<file path="src/rtl/mme_pkg.sv">
// shared types and codes for the matrix multiply engine
package mme_pkg;

    // item kinds carried in the input tuser field
    typedef enum logic [1:0] {
        KIND_LOAD_A = 2'd0,
        KIND_LOAD_B = 2'd1,
        KIND_START  = 2'd2
    } kind_t;

    // configuration register indexes (paddr[3:2])
    localparam logic [1:0] REG_A_ROWS     = 2'd0;
    localparam logic [1:0] REG_INNER_SIZE = 2'd1;
    localparam logic [1:0] REG_B_COLS     = 2'd2;

    localparam int SIZE_REG_W = 4;
    localparam int FIELD_IDX_W = 3;
    localparam int IN_VALUE_W = 16;
    localparam int SUM_W = 36;
    localparam int IN_DATA_W = 24;
    localparam int OUT_DATA_W = 48;

    // control that walks down the chain next to each A element
    typedef struct packed {
        logic valid;
        logic clear;
    } chain_ctl_t;

    // broadcast write of one B element into a column cell
    typedef struct packed {
        logic                   we;
        logic [FIELD_IDX_W-1:0] col;
    } b_wr_ctl_t;

endpackage

</file>
<file path="src/rtl/mme_cell.sv">
// one column cell: holds a column of B and accumulates one result element
module mme_cell #(
    parameter int COL_IDX   = 0,
    parameter int DIM_W     = 3,
    parameter int ELEM_BITS = 16
) (
    input  logic                     clk,
    input  logic                     rst_n,
    input  mme_pkg::b_wr_ctl_t       b_wr,
    input  logic [DIM_W-1:0]         b_wr_row,
    input  logic [ELEM_BITS-1:0]     b_wr_data,
    input  logic [ELEM_BITS-1:0]     a_in,
    input  logic [DIM_W-1:0]         x_in,
    input  mme_pkg::chain_ctl_t      ctl_in,
    output logic [ELEM_BITS-1:0]     a_out,
    output logic [DIM_W-1:0]         x_out,
    output mme_pkg::chain_ctl_t      ctl_out,
    output logic [mme_pkg::SUM_W-1:0] acc
);
    import mme_pkg::*;

    localparam int DEPTH  = 1 << DIM_W;
    localparam int PROD_W = 2 * ELEM_BITS;
    localparam int EXT_W  = (PROD_W > SUM_W) ? PROD_W : SUM_W;

    logic [ELEM_BITS-1:0]   b_mem [DEPTH];
    logic [ELEM_BITS-1:0]   b_rd_reg;
    logic [ELEM_BITS-1:0]   a_d_reg;
    logic [DIM_W-1:0]       x_d_reg;
    chain_ctl_t             ctl1_reg;
    chain_ctl_t             ctl2_reg;
    logic signed [PROD_W-1:0] prod_reg;
    logic signed [PROD_W-1:0] prod_next;
    logic signed [EXT_W-1:0]  prod_ext;
    logic [SUM_W-1:0]       acc_reg;

    // column store of B, one write and one registered read
    always_ff @(posedge clk)
    begin
        if (b_wr.we && (32'(b_wr.col) == COL_IDX))
        begin
            b_mem[b_wr_row] <= b_wr_data;
        end
        b_rd_reg <= b_mem[x_in];
        a_d_reg  <= a_in;
        x_d_reg  <= x_in;
    end

    // product of the passing A element and this column's B element
    assign prod_next = PROD_W'(signed'(a_d_reg) * signed'(b_rd_reg));

    always_ff @(posedge clk)
    begin
        prod_reg <= prod_next;
    end

    // stage control
    always_ff @(posedge clk or negedge rst_n)
    begin
        if (!rst_n)
        begin
            ctl1_reg <= '0;
            ctl2_reg <= '0;
        end
        else
        begin
            ctl1_reg <= ctl_in;
            ctl2_reg <= ctl1_reg;
        end
    end

    // accumulate modulo 2^SUM_W
    assign prod_ext = EXT_W'(prod_reg);

    always_ff @(posedge clk)
    begin
        if (ctl2_reg.valid)
        begin
            if (ctl2_reg.clear)
            begin
                acc_reg <= prod_ext[SUM_W-1:0];
            end
            else
            begin
                acc_reg <= acc_reg + prod_ext[SUM_W-1:0];
            end
        end
    end

    // hand the element on to the next cell
    assign a_out   = a_d_reg;
    assign x_out   = x_d_reg;
    assign ctl_out = ctl1_reg;
    assign acc     = acc_reg;

endmodule
</file>
<file path="config.mk">
export PLATFORM = sky130hd
export DESIGN_NAME = mme_cell
export DESIGN_NICKNAME = d
export VERILOG_FILES = /design/src/rtl/mme_pkg.sv /design/src/rtl/mme_cell.sv
export SDC_FILE = /design/constraint.sdc
export NUM_CORES = 1
export LEC_CHECK = 0
export CORE_UTILIZATION = 65
export DETAILED_ROUTE_END_ITERATION = 7
export DONT_BUFFER_PORTS = 1
export GPL_TIMING_DRIVEN = 1
export PLACE_DENSITY = 0.81
export SYNTH_ARGS = -nofsm -noshare
export SYNTH_HDL_FRONTEND = slang
export SYNTH_SLANG_ARGS = --single-unit
</file>
<file path="constraint.sdc">
create_clock -name clk -period 8 [get_ports clk]
set_input_delay 0.8 -clock clk [delete_from_list [all_inputs] [get_ports clk]]
set_output_delay 0.8 -clock clk [all_outputs]
set_load 0.02 [all_outputs]
</file>
# Word-level counts from Yosys, hierarchy flattened
# Memories as Yosys holds them, arrays and structs flattened. A register that Yosys moved wholly into a read port is not among the register bits.
# Index checks and enable logic that the tools add are counted.
# totals
ff_bits,91
latchBits,0
ram_bits,128
mem_bits_ro,0
in_bits,46
output_inout_bits,57
n_memories,1
# memory_table
name,words,width,read_ports,rd_clocked_by_memory_dff,write_ports,line,rtl
b_mem,8,16,1,1,1,mme_cell.sv:26,logic [ELEM_BITS-1:0] b_mem [DEPTH];
# classes
addsub,1
n_mul,1
div,0
n_lt_le_gt_ge,0
n_eq_ne,0
n_shift,0
n_mux,3
bitwise_logic,0
reduce_logical,2
# ops
op,n
$add A36 B36 Y36,1
$mux W36,1
$mul A16 B16 Y32,1
$logic_not A3 Y1,1
$mux W1,2
$logic_and A1 B1 Y1,1

# Logic depth before layout (Yosys ltp)
# Gate-level depths: netlist of the first run.
# depth
depth_word,4
mapped_depth,25
mapped_depth_nobuf,24

# Worst setup path before layout of the first run
# No wires, ideal clock.
# synth_path
path_kind,flip-flop to flip-flop
start,"register a_d_reg[7], in the netlist a_out[7]"
end,register prod_reg[26]
setup_time_ns,0.120
arrival_time_ns,5.837
path_slack_ns,2.043
path_stages_with_launch,24
path_buffers,1
path_cell_list,dfxtp_1 -> clkbuf_1 -> nand2_1 -> fa_1 -> inv_1 -> fa_1 -> inv_1 -> fa_1 -> inv_1 -> fa_1 -> fa_1 -> inv_1 -> fa_1 -> inv_1 -> ha_1 -> a21o_1 -> a21o_1 -> a21oi_1 -> a21oi_1 -> o21ai_0 -> a21oi_1 -> a41oi_1 -> o21ai_0 -> xnor2_1
# synth_via
elab_chain_len,1
# synth_rtl
element,line,rtl
from (decl),mme_cell.sv:28,logic [ELEM_BITS-1:0] a_d_reg;
from (signal assigned),mme_cell.sv:45,a_d_reg <= a_in;
$mul A16 B16 Y32,mme_cell.sv:50,assign prod_next = PROD_W'(signed'(a_d_reg) * signed'(b_rd_reg));
net prod_next[26],mme_cell.sv:33,logic signed [PROD_W-1:0] prod_next;
to (signal assigned),mme_cell.sv:54,prod_reg <= prod_next;
to (decl),mme_cell.sv:32,logic signed [PROD_W-1:0] prod_reg;
# The timed path passes the listed nets, and every way through them passes these cells.
# A chain may end at the register's enable or synchronous reset.

# Final worst setup path of the first run
# layout_path
start,"register a_d_reg[9], in the netlist a_out[9]"
end,register prod_reg[26]
# The elaborated chain is that of the path after synthesis.

==> summary.txt, run 1 <==
filler cell count in the final layout - 1,906
Num CTS Buffers - 24
Post-Route WL - 40.5 mm
Ports - 103
DRC errors left - 0
Worst Hold End - a_out[3]$_DFF_P_
DP Area - 0.0197 mm2
worst hold start - a_in[3]
CP required - 8.43 ns
Yosys top cell by area - fa_1
Crit Path Max Fanout - 17
number of core rows - 62
Port-buffer cells - 0
hold crit path type - input port to flop
R2R Path End - prod_reg[26]$_DFF_P_
Post-synth top cells - inv_1 (324), fa_1 (263), edfxtp_1 (164)
xor and xnor area share after synthesis - 2.63%
Worst setup SP type - flop
largest cells by area after synthesis - fa_1 (27%), edfxtp_1 (26%), ha_1 (7.6%), dfxtp_1 (6.9%), inv_1 (6.3%)
Die H - 174 um
Synth Warn # - 0
mux contribution to synthesized area - 4.95%
Initial Util - 66.7%
Final nets - 2,119
DR vias - 12,400
adder-cell share of the synthesized area - 34.9%
headroom to the max-slew limit - 24.8%
Seq/Total Area, Yosys - 33.0%
PostCTS Resize Cnt - 0
CTS H-Tree Depth - 1
wire length of the first global-routing pass - 67.7 mm
Syn Inst Count - 1,708
hpwl dp - 29.5 mm
Initial DRC Count - 871
Pins Over Slew Limit - 0
WHS Path Cells - 0
syn avg cell area - 11.3 um2
Max-Cap Viols - 0
WL per Instance - 19.3 um
post-synthesis cell type count - 64
final non-filler cell area - 0.0205 mm2
placer congestion estimate - 0.913
Worst Skew - 0.0127 ns
Final period util - 83.6%
die span in x - 174 um
status - complete, no violations
core area - 0.0289 mm2
largest family of logic cells by synthesized area - adder cells
number of flip-flops in the largest register - 128
R2R Setup Slk - 1.31 ns
r2r startpoint - a_out[9]$_DFF_P_
Fin. Hold Viols - 0
setup TNS - 0 ns
endpoint type of the worst setup path - flop
total setup buffers inserted after CTS - 0
via/cell ratio - 5.90
Die ar. - 0.0304 mm2
top_reg_cell synth - edfxtp_1
CTS root buffer - clkbuf_16
GRT overflow - 0
Synth Area in Compound Gates - 6.84%
Reg2Reg Depth - 20
fmax - 150 MHz
Final Setup Violations - 0
worst setup path class - flop to flop
Worst-Skew Late Latency - 0.55 ns
fin util - 70.9%
post-synthesis async set-or-reset flop share - 1.70%
clk buf depth - 3
Worst Path Arrival - 7.11 ns
TritonCTS clock tree - done
minimum clock period - 6.69 ns
vias in the first global route - 13,600
Yosys top cell area share - 27.3%
RSZ-0062 raised after global routing - false
post-synthesis instance area - 0.0193 mm2
synth-to-layout area growth - 6.21%
top-count cell post-synth - inv_1
layout cells sized above 1 - 6.78%
largest net degree at the start of global routing - 75
clk slew on worst S/H paths - 0.07 ns
EDFF count, synth - 164
syn nets - 2,134
worst-margin pin slew - 1.13 ns
Seq cells post-synth - 235
initial antenna violation count - 0
# diodes - 0
Post-Synth Simple-Gate Area - 10.4%
Initial DRT Pass Iterations - 5
Routed Antenna Nets - 0
Total GRT Usage - 28.3%
Num Clock Sinks - 235
layout make-up:
class / count / area [um2] / area share [%]
timing repair buffer: 10 / 77.6 / 0.378
inverter: 324 / 1220 / 5.93
clock buffer: 34 / 714 / 3.48
clock inverter: 10 / 81.3 / 0.397
sequential: 235 / 6370 / 31.1
multi-input combinational: 1098 / 11600 / 56.4
tap: 384 / 480 / 2.34
worst max-delay path, stage by stage, from the launching register on:
cell and delay, ns:
dfxtp_1 0.96, nand2_1 0.22, fa_1 0.56, fa_1 0.50, fa_1 0.45, fa_1 0.52
inv_1 0.07, fa_1 0.53, inv_1 0.05, fa_1 0.48, inv_1 0.04, ha_1 0.34
a21oi_1 0.22, o21ai_0 0.19, a22oi_1 0.22, a21oi_1 0.11, o21ai_0 0.28, a21oi_1 0.19
a41oi_1 0.32, o21ai_0 0.17, xnor2_1 0.15
layout by cell type (no fill, tap or decap), types with 3 or more instances in the layout:
cell type	instances
clkbuf_1	4
a211oi_1	6
o21ai_0	56
and2_1	125
edfxtp_1	164
dfxtp_1	67
nor3b_1	7
a21o_1	27
nor3_1	4
nand2b_1	16
o31ai_1	7
nand2_1	163
nand4_1	4
clkbuf_16	27
o211ai_1	4
nor2_1	40
a31oi_1	5
ha_1	117
buf_4	9
xnor2_1	45
o21a_1	10
dfrtp_1	3
and3_1	5
clkinv_2	6
a21oi_1	50
nor2_2	6
inv_1	325
mux4_2	32
or3_1	3
xor2_1	13
fa_1	263
nor2b_1	6
nand3_1	9
and4_1	3
mux2_2	19
o21bai_1	9
repair_timing:
action,in CTS,in global routing
hold endpoints to repair,4,0
setup endpoints to repair,0,0
hold buffers,1,0
per-layer routing:
metal	track usage, %	vias up	share of wire, %
met2	49.4	549	50
met1	35.6	6176	39
met5	0	-	0
met3	4.86	121	7.3
li1	-	5505	-
met4	10.3	0	3.4
cell families (layout without fill, tap and decap cells):
family	Yosys count	count (layout)
simple gates	403	403
fa+ha+maj	380	380
buf+inv	375	378
flops	235	235
compound gates	204	204
xor+xnor	58	58
mux	53	53
worst max-delay path by stage:
stage | startpoint | endpoint | slack [ns] | depth (start not counted)
finish | a_out[9]$_DFF_P_ | prod_reg[26]$_DFF_P_ | 1.31 | 20
global route | a_out[9]$_DFF_P_ | prod_reg[26]$_DFF_P_ | 1.04 | 20
CTS | a_out[9]$_DFF_P_ | prod_reg[26]$_DFF_P_ | 1.39 | 20
detailed placement | a_out[8]$_DFF_P_ | prod_reg[26]$_DFF_P_ | 1.40 | 21
global placement | a_out[9]$_DFF_P_ | prod_reg[26]$_DFF_P_ | 1.63 | 20
floorplan | a_out[7]$_DFF_P_ | prod_reg[26]$_DFF_P_ | 2.04 | 23
metrics by stage:
stage	setup WS [ns]	cells	hold WS, ns
after floorplan	2.04	1708	0.494
after global placement	1.63	2050	0.503
after detailed placement	1.40	2050	0.502
after CTS	1.39	2095	0.267
after global routing	1.04	2095	0.267
final	1.31	2095	0.280
Power of run 1 is left out: the tool's default activity adds up to more than one toggle a clock period on the data nets, which glitch-free logic cannot reach.
==> run 2, diff against run 1 <==
- CORE_UTILIZATION: 65 -> 59
- PLACE_DENSITY: 0.81 -> 0.78
- clock period: 8 -> 5.5 ns (I/O delays scaled with it)
==> run 2 against run 1 <==
Net effect:
- the run now ends with setup timing left
- register-to-register slack got worse by 1.4 ns
- core utilization shrank 2.1 points
- count of clock-buffer cells in the layout shrank 5
- critical path type unchanged
- fmax grew 19%
- routed wire length increased by 3.1%
- critical path depth is 2 higher
- flip-flop and latch count did not move
- via count grew 1.1%
- design area grew 6.8%
- highest routed layer is now met5
==> summary.txt, run 2 (synthesis gave the netlist of run 1 again) <==
endpoint type of the worst setup path - flop
Port-buffer cells - 0
Total GRT Usage - 26.0%
minimum clock period - 5.62 ns
final worst slack - -0.116 ns
WL per Instance - 18.4 um
DRC errors left - 0
Final Setup Violations - 9
Worst setup SP type - flop
Initial Util - 60.6%
initial antenna violation count - 3
worst setup path class - flop to flop
Ports - 103
Initial DRC Count - 850
worst-margin pin slew - 1.07 ns
Die ar. - 0.0334 mm2
hpwl dp - 31.9 mm
Num Clock Sinks - 235
fmax - 178 MHz
clk buf depth - 3
GRT overflow - 0
clk slew on worst S/H paths - 0.06 ns
headroom to the max-slew limit - 28.7%
sequential cell area - 0.00644 mm2
DR vias - 12,500
Fin. Hold Viols - 0
hold crit path type - input port to flop
commonest non-fill, non-tap cell in the layout - inv_1
synth-to-layout area growth - 13.5%
commonest cells after routing, fill and taps aside - inv_1 (316), fa_1 (255), edfxtp_1 (164)
largest net degree at the start of global routing - 75
Pins Over Slew Limit - 0
Die H - 183 um
violated checks - setup timing
Num CTS Buffers - 25
RSZ-0062 raised after global routing - true
Final nets - 2,239
Final period util - 102%
CTS H-Tree Depth - 1
multi-input logic area - 0.0118 mm2
Worst Skew - 0.0191 ns
number of flip-flops in the largest register - 128
Initial DRT Pass Iterations - 5
TritonCTS clock tree - done
status - finished with violations
CTS root buffer - clkbuf_16
DP Area - 0.0206 mm2
wire length of the first global-routing pass - 68.2 mm
filler cell count in the final layout - 2,213
core area - 0.0319 mm2
Worst Path Arrival - 6.09 ns
Routed Antenna Nets - 0
Worst-Skew Late Latency - 0.56 ns
Post-Route WL - 41.7 mm
layout cells sized above 1 - 16.5%
CP required - 5.98 ns
Max-Cap Viols - 0
placer congestion estimate - 0.982
final non-filler cell area - 0.0219 mm2
via/cell ratio - 5.51
fin util - 68.7%
Crit Path Max Fanout - 8
die span in x - 183 um
number of core rows - 65
vias in the first global route - 13,600
-- run 2: routing by layer --
metal / vias to the layer above / track usage (%) / routed length [um]
met2: 408 / 44.8 / 20400
met5: - / 0 / 21
met1: 6234 / 33.3 / 17300
met3: 89 / 5.90 / 2910
li1: 5754 / - / -
met4: 4 / 6.93 / 1000
-- run 2: path summary, 6_finish.rpt --
kind / slack [ns] / cells after the start / end / start
max: -0.12 / 22 / prod_reg[30]$_DFF_P_ / a_out[5]$_DFF_P_
min: 0.02 / 0 / a_out[15]$_DFF_P_ / a_in[15]
max reg2reg: -0.12 / 22 / prod_reg[30]$_DFF_P_ / a_out[5]$_DFF_P_
min reg2reg: 0.52 / 0 / ctl2_reg[0]$_DFF_PN0_ / ctl_out[0]$_DFF_PN0_
max in group asynchronous: 5.06 / 1 / ctl2_reg[0]$_DFF_PN0_ / rst_n
min in group asynchronous: 0.26 / 1 / ctl_out[1]$_DFF_PN0_ / rst_n
-- run 2: cell type report --
cell class                 count  area share [%]
multi-input combinational   1098            53.9
sequential                   235            29.4
inverter                     324            5.55
timing repair buffer         129            4.84
clock buffer                  29            2.97
tap                          435            2.48
clock inverter                17           0.851
antenna                        1          0.0114
-- run 2: stage by stage --
step / setup slack (ns) / cells / TNS, ns / hold slack, ns
finish: -0.116 / 2268 / -0.608 / 0.0239
floorplan: 0.00980 / 1708 / 0 / 0.254
CTS: -0.195 / 2258 / -0.615 / 0.00775
detailed placement: -0.343 / 2204 / -2.12 / 0.254
global placement: -0.169 / 2204 / -0.774 / 0.254
global route: -0.356 / 2268 / -2.59 / 0.00856
-- run 2: timing repair --
| item | 4_1_cts | 5_1_grt |
|---|---|---|
| setup endpoints to repair | 10 | 13 |
| buffers inserted | 1 | 9 |
| gates resized for setup | 20 | 67 |
| hold buffers | 7 | 0 |
| pin swaps | 8 | 34 |
| hold endpoints to repair | 10 | 0 |
-- run 2: critical path, cell delays in order (launching register included) --
cell,delay (ns)
dfxtp_4,0.38
and2_4,0.15
fa_1,0.54
inv_2,0.04
fa_1,0.54
inv_2,0.04
fa_1,0.59
fa_1,0.45
fa_1,0.49
inv_1,0.05
fa_1,0.49
inv_2,0.05
ha_4,0.26
and4_4,0.24
o2111a_1,0.20
a22oi_2,0.08
a21oi_2,0.19
o21ai_2,0.09
a21oi_2,0.15
buf_6,0.14
a31oi_4,0.08
a21oi_2,0.14
xor2_1,0.16
Power of run 2 is left out for the same reason.
==> run 3, diff against run 2 <==
- MAX_ROUTING_LAYER: unset -> met4
==> run 3 against run 2 <==
Net effect:
- the run still ends with setup timing left
- flip-flop and latch count did not move
- worst setup slack got worse by 0.082 ns
- worst hold slack barely moved
- largest cell class unchanged
==> summary.txt, run 3 (synthesis gave the netlist of run 1 again) <==
status - finished with violations
violated checks - setup timing
Post-Route WL - 41.4 mm
setup TNS - -1.31 ns
layout cells sized above 1 - 17.4%
worst setup path class - flop to flop
Max-Cap Viols - 0
Worst Hold End - a_out[0]$_DFF_P_
endpoint type of the worst setup path - flop
via/cell ratio - 5.48
clk slew on worst S/H paths - 0.06 ns
hpwl dp - 31.4 mm
final worst slack - -0.197 ns
Num CTS Buffers - 25
Worst Path Arrival - 6.11 ns
Ports - 103
Worst-Skew Late Latency - 0.54 ns
Reg2Reg Depth - 20
commonest non-fill, non-tap cell in the layout - inv_1
initial antenna violation count - 3
Initial DRC Count - 781
Die ar. - 0.0334 mm2
core area - 0.0319 mm2
largest net degree at the start of global routing - 75
Worst Skew - 0.0159 ns
r2r startpoint - a_out[2]$_DFF_P_
Slowest cell on crit path - fa_2
CTS root buffer - clkbuf_16
Crit Path Max Fanout - 9
R2R Path End - prod_reg[31]$_DFF_P_
CTS H-Tree Depth - 1
headroom to the max-slew limit - 27.9%
worst-margin pin slew - 1.08 ns
synth-to-layout area growth - 13.2%
placer congestion estimate - 1.00
number of flip-flops in the largest register - 128
Initial DRT Pass Iterations - 5
final non-filler cell area - 0.0219 mm2
wire length of the first global-routing pass - 68.8 mm
clk buf depth - 3
RSZ-0062 raised after global routing - true
Routed Antenna Nets - 0
fin util - 68.6%
CP required - 5.91 ns
minimum clock period - 5.70 ns
WL per Instance - 18.2 um
Final Setup Violations - 10
Pins Over Slew Limit - 0
DP Area - 0.0206 mm2
Final nets - 2,245
Final period util - 104%
GRT overflow - 0
hold crit path type - input port to flop
Die H - 183 um
Port-buffer cells - 0
Num Clock Sinks - 235
commonest cells after routing, fill and taps aside - inv_1 (314), fa_1 (256), edfxtp_1 (164)
final worst hold slack - 0.0238 ns
R2R Setup Slk - -0.20 ns
worst hold start - a_in[0]
number of core rows - 65
Fin. Hold Viols - 0
vias in the first global route - 13,800
WHS Path Cells - 0
TritonCTS clock tree - done
fmax - 176 MHz
Worst setup SP type - flop
CP cell instances - nand2_1 -> fa_1 -> fa_1 -> inv_2 -> fa_2 -> fa_2 -> fa_1 -> inv_2 -> fa_1 -> inv_2 -> ha_4 -> and4_4 -> buf_4 -> o2111ai_4 -> a311oi_4 -> nor2_2 -> o21ai_2 -> a21oi_2 -> a21oi_2 -> xnor2_1
die span in x - 183 um
DRC errors left - 0
Total GRT Usage - 26.9%
max incr delay on CP - 0.60 ns
Initial Util - 60.6%
cell mode on critical path - fa_1
DR vias - 12,500
## run 3: cell count changes in the layout (fill, tap and decap cells not counted), sizes merged
cell         delta
diode           +2
bufinv          -2
clkinv          -2
clkinvlp        +2
buf            +12
dlygate4sd3     -6
clkbuf          +2
## run 3: what timing repair did
item,CTS,global route
setup buffers,15,9
endpoints found under the setup margin,11,14
resized for setup,40,41
cloned,0,0
endpoints found under the hold margin,4,0
pin swaps,27,37
hold buffers,1,0
## run 3: worst max path at each step
stage	from	to	slack (ns)	cells past startpoint
finish	a_out[2]$_DFF_P_	prod_reg[31]$_DFF_P_	-0.20	20
global route	a_out[5]$_DFF_P_	prod_reg[26]$_DFF_P_	-0.41	22
CTS	b_rd_reg[9]$_DFF_P_	prod_reg[26]$_DFF_P_	-0.19	22
detailed placement	b_rd_reg[1]$_DFF_P_	prod_reg[30]$_DFF_P_	-0.26	21
global placement	b_rd_reg[7]$_DFF_P_	prod_reg[31]$_DFF_P_	-0.17	21
floorplan	a_out[7]$_DFF_P_	prod_reg[26]$_DFF_P_	0.01	23
## run 3: layer usage
metal  share of wire [%]  global-route usage, %
met1                  42                   33.9
met2                  49                   45.0
met3                 7.0                   5.36
met4                 2.3                   6.37
met5                   0                      -
## run 3: cell type report
type	instances	area, um2
Clock inverter	15	128
Tap cell	435	544
Sequential cell	235	6430
Clock buffer	31	668
Antenna cell	3	7.51
Multi-Input combinational cell	1098	11800
Fill cell	2216	10000
Inverter	324	1220
Timing Repair Buffer	135	1040
## run 3: critical path: cells and delay by family, from the launching register on
family	cells	cell delay (ns)
fa+ha+maj	7	3.41
compound gates	5	0.84
simple gates	3	0.48
flops	1	0.46
buf+inv	4	0.27
xor+xnor	1	0.09
## run 3: through the flow
stage | setup WS, ns | std cells
2_1_floorplan | 0.00980 | 1708
3_3_place_gp | -0.171 | 2204
3_5_place_dp | -0.264 | 2204
4_1_cts | -0.189 | 2264
5_1_grt | -0.411 | 2276
6_report | -0.197 | 2276
Power of run 3 is left out for the same reason.
